<file path="config.mk">
export PLATFORM = sky130hd
export DESIGN_NAME = binary_to_decimal_ascii_unit
export DESIGN_NICKNAME = d
export VERILOG_FILES = /design/src/hw/rtl/bdau_pkg.sv /design/src/hw/rtl/binary_to_decimal_ascii_unit.sv /design/src/hw/rtl/bdau_front.sv /design/src/hw/rtl/bdau_queue.sv /design/src/hw/rtl/bdau_back.sv
export VERILOG_INCLUDE_DIRS = /design/src /design/src/hw/rtl
export SDC_FILE = /design/constraint.sdc
export NUM_CORES = 1
export LEC_CHECK = 0
export BUFFER_PORTS_ARGS = -buffer_cell sky130_fd_sc_hd__buf_2
export CORE_MARGIN = 5
export CORE_UTILIZATION = 55
export DETAILED_ROUTE_END_ITERATION = 16
export GPL_TIMING_DRIVEN = 0
export PLACE_DENSITY = 0.75
export SETUP_SLACK_MARGIN = 0.5
export SYNTH_ARGS = -nofsm -noshare
export SYNTH_HDL_FRONTEND = slang
export SYNTH_SLANG_ARGS = --single-unit
export TNS_END_PERCENT = 5
</file>
<file path="constraint.sdc">
create_clock -name clk -period 5 [get_ports clk]
set_input_delay 0 -clock clk [delete_from_list [all_inputs] [get_ports clk]]
set_output_delay 0 -clock clk [all_outputs]
set_load 0.01 [all_outputs]
</file>
<file path="src/hw/rtl/binary_to_decimal_ascii_unit_defines.svh">
// Assertion macros shared by the binary to decimal ASCII unit.
// Needs no other file; define ASSERT_OFF to compile the checks out.
`ifndef BINARY_TO_DECIMAL_ASCII_UNIT_DEFINES_SVH
`define BINARY_TO_DECIMAL_ASCII_UNIT_DEFINES_SVH

`ifndef ASSERT_OFF
`define BDAU_ASSERT_IMPLY(lbl, clk, rst_n, ante, cons) \
    lbl: assert property (@(posedge clk) disable iff (!rst_n) (ante) |-> (cons)) \
        else $error("bdau check failed");
`define BDAU_ASSERT_NEXT(lbl, clk, rst_n, ante, cons) \
    lbl: assert property (@(posedge clk) disable iff (!rst_n) (ante) |=> (cons)) \
        else $error("bdau check failed");
`else
`define BDAU_ASSERT_IMPLY(lbl, clk, rst_n, ante, cons)
`define BDAU_ASSERT_NEXT(lbl, clk, rst_n, ante, cons)
`endif

`endif

</file>
<file path="src/hw/rtl/bdau_pkg.sv">
// Shared types, constants and the double dabble step for the converter.
// Used by every module of the binary to decimal ASCII unit; depends on nothing.
package bdau_pkg;

    localparam int VALUE_W    = 64;
    localparam int NUM_DIGITS = 20;
    localparam int CNT_W      = 5;
    localparam int SHIFT_W    = 6;
    localparam int CHAR_W     = 6;

    localparam logic [CNT_W-1:0]   DIGITS_MAX = CNT_W'(NUM_DIGITS);
    localparam logic [SHIFT_W-1:0] SHIFT_LAST = SHIFT_W'(VALUE_W - 1);
    localparam logic [CHAR_W-1:0]  ASCII_ZERO = 6'd48;

    typedef logic [NUM_DIGITS-1:0][3:0] bcd_t;

    typedef struct packed {
        bcd_t             bcd;
        logic [CNT_W-1:0] ndig;
    } entry_t;

    typedef struct packed {
        logic   push;
        entry_t entry;
    } push_t;

    typedef struct packed {
        logic full;
        logic empty;
    } queue_stat_t;

    typedef enum logic [1:0] {
        FR_IDLE,
        FR_SHIFT,
        FR_PUSH
    } front_state_t;

    typedef enum logic {
        BK_IDLE,
        BK_EMIT
    } back_state_t;

    // One double dabble step: correct every digit of five or more, then shift
    // the whole BCD word left by one with the new binary bit at the bottom.
    function automatic bcd_t dabble_step(bcd_t bcd, logic in_bit);
        bcd_t adj;
        bcd_t res;
        for (int i = 0; i < NUM_DIGITS; i++) begin
            adj[i] = (bcd[i] >= 4'd5) ? bcd[i] + 4'd3 : bcd[i];
        end
        res[0] = {adj[0][2:0], in_bit};
        for (int i = 1; i < NUM_DIGITS; i++) begin
            res[i] = {adj[i][2:0], adj[i-1][3]};
        end
        return res;
    endfunction

endpackage

</file>
<file path="src/hw/rtl/binary_to_decimal_ascii_unit.sv">
// Binary to decimal ASCII unit. A 64-bit unsigned word is taken when start is
// high and busy is low; busy then stays high while the front end runs one double
// dabble shift per cycle over all 64 bits and hands the result to a two-entry
// queue, so no new word is taken until that result is in the queue, after any
// wait for a free queue slot. The back end drains the queue on its own, sending
// one ASCII digit per cycle with digit_valid high, most significant first and
// without leading zeros, after first loading the word; last marks the final
// digit. A word gives 1 to 20 digits, and the receiver must take each one in
// the cycle that it appears. Depends on bdau_pkg and the assertion macro header.
`include "binary_to_decimal_ascii_unit_defines.svh"

module binary_to_decimal_ascii_unit
    import bdau_pkg::*;
(
    input  logic              clk,
    input  logic              rst_n,
    input  logic              start,
    input  logic [VALUE_W-1:0] value,
    output logic              busy,
    output logic              digit_valid,
    output logic [CHAR_W-1:0] digit_char,
    output logic              last
);

    push_t       push_w;
    queue_stat_t qstat_w;
    entry_t      head_w;
    logic        pop_w;

    bdau_front u_front (
        .clk      (clk),
        .rst_n    (rst_n),
        .start    (start),
        .value    (value),
        .qstat    (qstat_w),
        .busy     (busy),
        .push_out (push_w)
    );

    bdau_queue u_queue (
        .clk     (clk),
        .rst_n   (rst_n),
        .push_in (push_w),
        .pop     (pop_w),
        .qstat   (qstat_w),
        .head    (head_w)
    );

    bdau_back u_back (
        .clk         (clk),
        .rst_n       (rst_n),
        .qstat       (qstat_w),
        .head        (head_w),
        .pop         (pop_w),
        .digit_valid (digit_valid),
        .digit_char  (digit_char),
        .last        (last)
    );

    `BDAU_ASSERT_IMPLY(a_char_range, clk, rst_n, digit_valid, (digit_char >= 6'd48) && (digit_char <= 6'd57))
    `BDAU_ASSERT_NEXT(a_busy_after_start, clk, rst_n, start && !busy, busy)
    `BDAU_ASSERT_IMPLY(a_no_overflow, clk, rst_n, push_w.push, !qstat_w.full)
    `BDAU_ASSERT_IMPLY(a_pop_when_idle, clk, rst_n, pop_w, !digit_valid && !qstat_w.empty)

endmodule

</file>
<file path="src/hw/rtl/bdau_front.sv">
// Front end: accepts a word, runs the bit-serial double dabble over all 64
// bits, tracks the digit count and pushes the result. Depends on bdau_pkg.
module bdau_front
    import bdau_pkg::*;
(
    input  logic                clk,
    input  logic                rst_n,
    input  logic                start,
    input  logic [VALUE_W-1:0]  value,
    input  queue_stat_t         qstat,
    output logic                busy,
    output push_t               push_out
);

    front_state_t        state_reg, state_next;
    logic [SHIFT_W-1:0]  cnt_reg, cnt_next;
    logic [VALUE_W-1:0]  bin_reg, bin_next;
    bcd_t                bcd_reg, bcd_next;
    logic [CNT_W-1:0]    ndig_reg, ndig_next;
    bcd_t                bcd_step;
    logic                grow;

    assign bcd_step = dabble_step(bcd_reg, bin_reg[VALUE_W-1]);

    // The digit count can rise by at most one per doubling, so only the digit
    // just above the current top needs a look.
    always_comb
    begin
        grow = 1'b0;
        if (ndig_reg < DIGITS_MAX)
        begin
            grow = (bcd_step[ndig_reg] != 4'd0);
        end
    end

    always_comb
    begin
        state_next = state_reg;
        unique case (state_reg)
            FR_IDLE:
            begin
                if (start)
                begin
                    state_next = FR_SHIFT;
                end
            end
            FR_SHIFT:
            begin
                if (cnt_reg == '0)
                begin
                    state_next = FR_PUSH;
                end
            end
            FR_PUSH:
            begin
                if (!qstat.full)
                begin
                    state_next = FR_IDLE;
                end
            end
            default:
            begin
                state_next = FR_IDLE;
            end
        endcase
    end

    always_comb
    begin
        cnt_next  = cnt_reg;
        bin_next  = bin_reg;
        bcd_next  = bcd_reg;
        ndig_next = ndig_reg;
        busy      = 1'b1;
        push_out.push = 1'b0;
        push_out.entry.bcd  = bcd_reg;
        // A zero value still shows one digit.
        push_out.entry.ndig = (ndig_reg == '0) ? CNT_W'(1) : ndig_reg;
        unique case (state_reg)
            FR_IDLE:
            begin
                busy = 1'b0;
                if (start)
                begin
                    cnt_next  = SHIFT_LAST;
                    bin_next  = value;
                    bcd_next  = '0;
                    ndig_next = '0;
                end
            end
            FR_SHIFT:
            begin
                cnt_next  = cnt_reg - SHIFT_W'(1);
                bin_next  = {bin_reg[VALUE_W-2:0], 1'b0};
                bcd_next  = bcd_step;
                ndig_next = ndig_reg + CNT_W'(grow);
            end
            FR_PUSH:
            begin
                push_out.push = !qstat.full;
            end
            default:
            begin
                busy = 1'b1;
            end
        endcase
    end

    always_ff @(posedge clk or negedge rst_n)
    begin
        if (!rst_n)
        begin
            state_reg <= FR_IDLE;
            cnt_reg   <= '0;
            ndig_reg  <= '0;
        end
        else
        begin
            state_reg <= state_next;
            cnt_reg   <= cnt_next;
            ndig_reg  <= ndig_next;
        end
    end

    always_ff @(posedge clk)
    begin
        bin_reg <= bin_next;
        bcd_reg <= bcd_next;
    end

endmodule

</file>
<file path="src/hw/rtl/bdau_queue.sv">
// Two-entry queue of converted words between the front and back ends.
// Depends on bdau_pkg.
module bdau_queue
    import bdau_pkg::*;
(
    input  logic        clk,
    input  logic        rst_n,
    input  push_t       push_in,
    input  logic        pop,
    output queue_stat_t qstat,
    output entry_t      head
);

    entry_t       mem_reg [2];
    logic         wr_ptr_reg, wr_ptr_next;
    logic         rd_ptr_reg, rd_ptr_next;
    logic [1:0]   fill_reg, fill_next;
    logic         do_push;
    logic         do_pop;

    assign qstat.full  = (fill_reg == 2'd2);
    assign qstat.empty = (fill_reg == 2'd0);
    assign do_push     = push_in.push && !qstat.full;
    assign do_pop      = pop && !qstat.empty;
    assign head        = mem_reg[rd_ptr_reg];

    always_comb
    begin
        wr_ptr_next = wr_ptr_reg ^ do_push;
        rd_ptr_next = rd_ptr_reg ^ do_pop;
        fill_next   = fill_reg + 2'(do_push) - 2'(do_pop);
    end

    always_ff @(posedge clk or negedge rst_n)
    begin
        if (!rst_n)
        begin
            wr_ptr_reg <= 1'b0;
            rd_ptr_reg <= 1'b0;
            fill_reg   <= 2'd0;
        end
        else
        begin
            wr_ptr_reg <= wr_ptr_next;
            rd_ptr_reg <= rd_ptr_next;
            fill_reg   <= fill_next;
        end
    end

    always_ff @(posedge clk)
    begin
        if (do_push)
        begin
            mem_reg[wr_ptr_reg] <= push_in.entry;
        end
    end

endmodule

</file>
<file path="src/hw/rtl/bdau_back.sv">
// Back end: takes a converted word from the queue and sends its digits out
// as ASCII, most significant first, one per cycle. Depends on bdau_pkg.
module bdau_back
    import bdau_pkg::*;
(
    input  logic              clk,
    input  logic              rst_n,
    input  queue_stat_t       qstat,
    input  entry_t            head,
    output logic              pop,
    output logic              digit_valid,
    output logic [CHAR_W-1:0] digit_char,
    output logic              last
);

    back_state_t       state_reg, state_next;
    bcd_t              bcd_reg, bcd_next;
    logic [CNT_W-1:0]  rem_reg, rem_next;
    logic [CNT_W-1:0]  pos;

    assign pos = rem_reg - CNT_W'(1);

    always_comb
    begin
        state_next = state_reg;
        unique case (state_reg)
            BK_IDLE:
            begin
                if (!qstat.empty)
                begin
                    state_next = BK_EMIT;
                end
            end
            BK_EMIT:
            begin
                if (rem_reg == CNT_W'(1))
                begin
                    state_next = BK_IDLE;
                end
            end
            default:
            begin
                state_next = BK_IDLE;
            end
        endcase
    end

    always_comb
    begin
        pop         = 1'b0;
        digit_valid = 1'b0;
        bcd_next    = bcd_reg;
        rem_next    = rem_reg;
        unique case (state_reg)
            BK_IDLE:
            begin
                if (!qstat.empty)
                begin
                    pop      = 1'b1;
                    bcd_next = head.bcd;
                    rem_next = head.ndig;
                end
            end
            BK_EMIT:
            begin
                digit_valid = 1'b1;
                rem_next    = pos;
            end
            default:
            begin
                pop = 1'b0;
            end
        endcase
    end

    // The digit count never exceeds twenty, so pos lands inside the word whenever a digit is sent.
    assign digit_char = ASCII_ZERO + {2'b00, bcd_reg[pos]};
    assign last       = (rem_reg == CNT_W'(1));

    always_ff @(posedge clk or negedge rst_n)
    begin
        if (!rst_n)
        begin
            state_reg <= BK_IDLE;
            rem_reg   <= '0;
        end
        else
        begin
            state_reg <= state_next;
            rem_reg   <= rem_next;
        end
    end

    always_ff @(posedge clk)
    begin
        bcd_reg <= bcd_next;
    end

endmodule

</file>
==> impl_metrics.ini <==
[layout]
nNetsFinal = 1652
drive_gt1_frac = 0.177
area_growth_syn_to_layout_pct = 16.8
final_area_sq_um = 21500
postLayoutCoreUtil = 0.646
fill_cells = 2289
regArea_sq_um = 12400
multi_input_area_sq_um = 5600
n_antenna_cell = 0
largest_reg_flops = 170

[placed_design]
placed_area_sq_um = 19600
place.gp.congestion = 0.817
pre_cts_ws_ns = 0.911
port_buffers = 73
hpwl_um = 25100

[sta]
hold_violations = 0
fin_crit_ns = 4.15
clock.fmax_ghz = 0.241
fin_crit_sh = 0.830
slew_headroom = 0.225
skew_ns = 0.0190
rsz0062_at_grt = false
worst_pin_slew_ns = 1.16
setup_tns_ns = 0
setup_viol = 0
worst_slack_ns = 0.852
finalMaxSlewViolations = 0

[yosys]
yosysUniqueCellTypes = 59
synth_area_leader_cell = edfxtp_1
synth_ff_type = edfxtp_1
synthTopCellsByArea = edfxtp_1, mux2_2, nand2_1, ha_1, dfrtp_1
ys_ff_latch = 417
synth_cells = 1343
synth_edf_count = 394
syn-cell-area_sq_um = 18400
avgSynthCellArea_sq_um = 13.7
synth.top_cell.area_share = 0.643
ys_warn_count = 0
yosysSeqAreaShare = 0.674
async_flop_share = 0.0552

[setup_path]
start_kind = register
worstReg2RegStart = u_front.ndig_reg[1]
end_kind = register
arrival_ns = 4.54
r2r_slack_ns = 0.85
worstPathRequired_ns = 5.39
worst-setup-path-type = reg -> reg
r2r_end = u_front.ndig_reg[2]
cp_max_fo = 10
rr_worst_depth = 13

[global_routing]
grt_use_total = 0.216
grt_pass1_vias = 11495
grt_max_degree = 49
globalRouteOverflowTotal = 0
grt_pass1_wl_um = 62300
antenna_found_initial = 0

[floorplanning]
die_y_um = 193
core_area_sq_um = 33300
num_rows = 67
ios = 76
dieWidth_um = 193
start_util = 0.553
dieArea_sq_um = 37200

[cts]
cts_made_buffers = 41
path_clk_slew_ns = 0.06
root_buffer = clkbuf_16
tritoncts = yes
holdBufCountCts = 66
clk_latency_ns = 0.53
htree_num_levels = 2
cts_setup_buffers = 0
ctsResizeCount = 0
cts_buffer_depth = 3
cts.sinks = 417

[power]
p_comb_frac = 0.367
p_int_w = 0.00892
vdd_drop_max_mv = 0.405
power.share.switching = 0.354
clkPwrFrac = 0.210
seqPwrFrac = 0.424
p_sw_w = 0.00489
p_leak_nw = 8.05
powerDensity_nw_per_um2 = 642

[routing]
vias = 11293
avgViaCountPerCell = 5.60
postRouteAntennaNets = 0
drt-initial-drc-count = 1041
drt_wl_total_um = 39400
drc_errors = 0
dr.pass1.iters = 5
drt-wirelength-per-cell_um = 19.5

[hold_path]
hold_path_class = in -> async

[run]
cap_violations = 0

[status]
status = finished, final reports clean
==> cell type report <==
type / count / area share
multi-input cells: 815 / 0.261
plain buffers: 54 / 0.0100
clock inverters: 28 / 0.00786
inverters: 58 / 0.0103
repair buffers: 148 / 0.0572
clock buffers: 48 / 0.0509
well taps: 448 / 0.0261
flip-flops and latches: 417 / 0.577
==> cell usage in the layout, fill, tap and decap left out, drive strengths merged, types with 24 or more instances in the layout <==
cell type | netlist | final
a21oi | 73 | 73
buf | 14 | 96
clkbuf | 40 | 88
dlygate4sd3 | 0 | 66
edfxtp | 394 | 394
ha | 50 | 50
inv | 58 | 58
mux2 | 96 | 96
nand2 | 223 | 223
nand2b | 24 | 24
nor2 | 94 | 94
nor3b | 30 | 30
o21ai | 39 | 39
xnor2 | 26 | 26
==> synthesized netlist by cell type (all sizes together) (3+ instances only) <==
master / count
edfxtp: 394
nand2: 223
mux2: 96
nor2: 94
a21oi: 73
inv: 58
ha: 50
clkbuf: 40
o21ai: 39
nor3b: 30
xnor2: 26
nand2b: 24
dfrtp: 23
mux4: 21
mux2i: 17
and2: 14
buf: 14
nand3: 12
nor3: 9
nand3b: 8
a31oi: 6
nor2b: 6
o2111ai: 5
a211oi: 4
a221oi: 4
nand4: 4
o22ai: 4
nand4b: 3
o21a: 3
o32ai: 3
or2: 3
or4: 3
xor2: 3
==> logic make-up after synthesis <==
group / after synthesis / synth area share
and+or+nand+nor: 443 / 0.110
other: 1 / 0.000204
AOI/OAI and AO/OA: 157 / 0.0505
buffers and inverters: 112 / 0.0235
DFF: 417 / 0.674
xor gates and xnor gates: 29 / 0.0138
adders and majority gates: 50 / 0.0340
muxes: 134 / 0.0939
==> metrics by stage <==
step / power (W) / hold slack [ns] / std cells
after CTS: 0.0138 / 0.0166 / 2016
after global placement: 0.0106 / 0.0268 / 1865
after floorplan: 0.00927 / -0.296 / 1344
after global routing: 0.0146 / 0.0507 / 2016
after detailed placement: 0.0109 / 0.0328 / 1874
final: 0.0138 / 0.0228 / 2016
==> worst max-delay path, stage by stage (launching register included) <==
cell	delay, ns
dfrtp_1	0.35
clkbuf_1	0.62
clkbuf_1	0.73
buf_1	0.60
nand2_1	0.12
o2111ai_1	0.15
o311ai_0	0.28
o211ai_1	0.24
a32o_1	0.18
ha_1	0.21
ha_1	0.20
nor2_1	0.05
o21ai_0	0.16
o21ai_0	0.11
==> metal layers <==
layer  part of all wire  track usage  vias up
li1                   -            -     5280
met1               0.42        0.299     5566
met2               0.49        0.366      393
met3              0.070       0.0335       54
met4              0.017       0.0487        0
met5                  0            0        -
==> power groups by stage <==
stage          clock network (W)  registers [W]  logic, W
2_1_floorplan                  0        0.00568   0.00359
3_3_place_gp                   0        0.00587   0.00474
3_5_place_dp                   0        0.00589   0.00498
4_1_cts                  0.00292        0.00583   0.00506
5_1_grt                  0.00308        0.00595   0.00561
6_report                 0.00289        0.00585   0.00506
==> worst max-delay path by stage <==
stage,startpoint,to,cells past startpoint
floorplan,u_queue.fill_reg[1],u_queue.fill_reg[1],7
global placement,u_queue.fill_reg[1],u_queue.fill_reg[1],7
detailed placement,u_front.ndig_reg[1],u_front.ndig_reg[2],13
CTS,u_front.ndig_reg[1],u_front.ndig_reg[2],13
global route,u_front.ndig_reg[1],u_front.ndig_reg[2],13
finish,u_front.ndig_reg[1],u_front.ndig_reg[2],13
(Power assumes the default switching activity.)
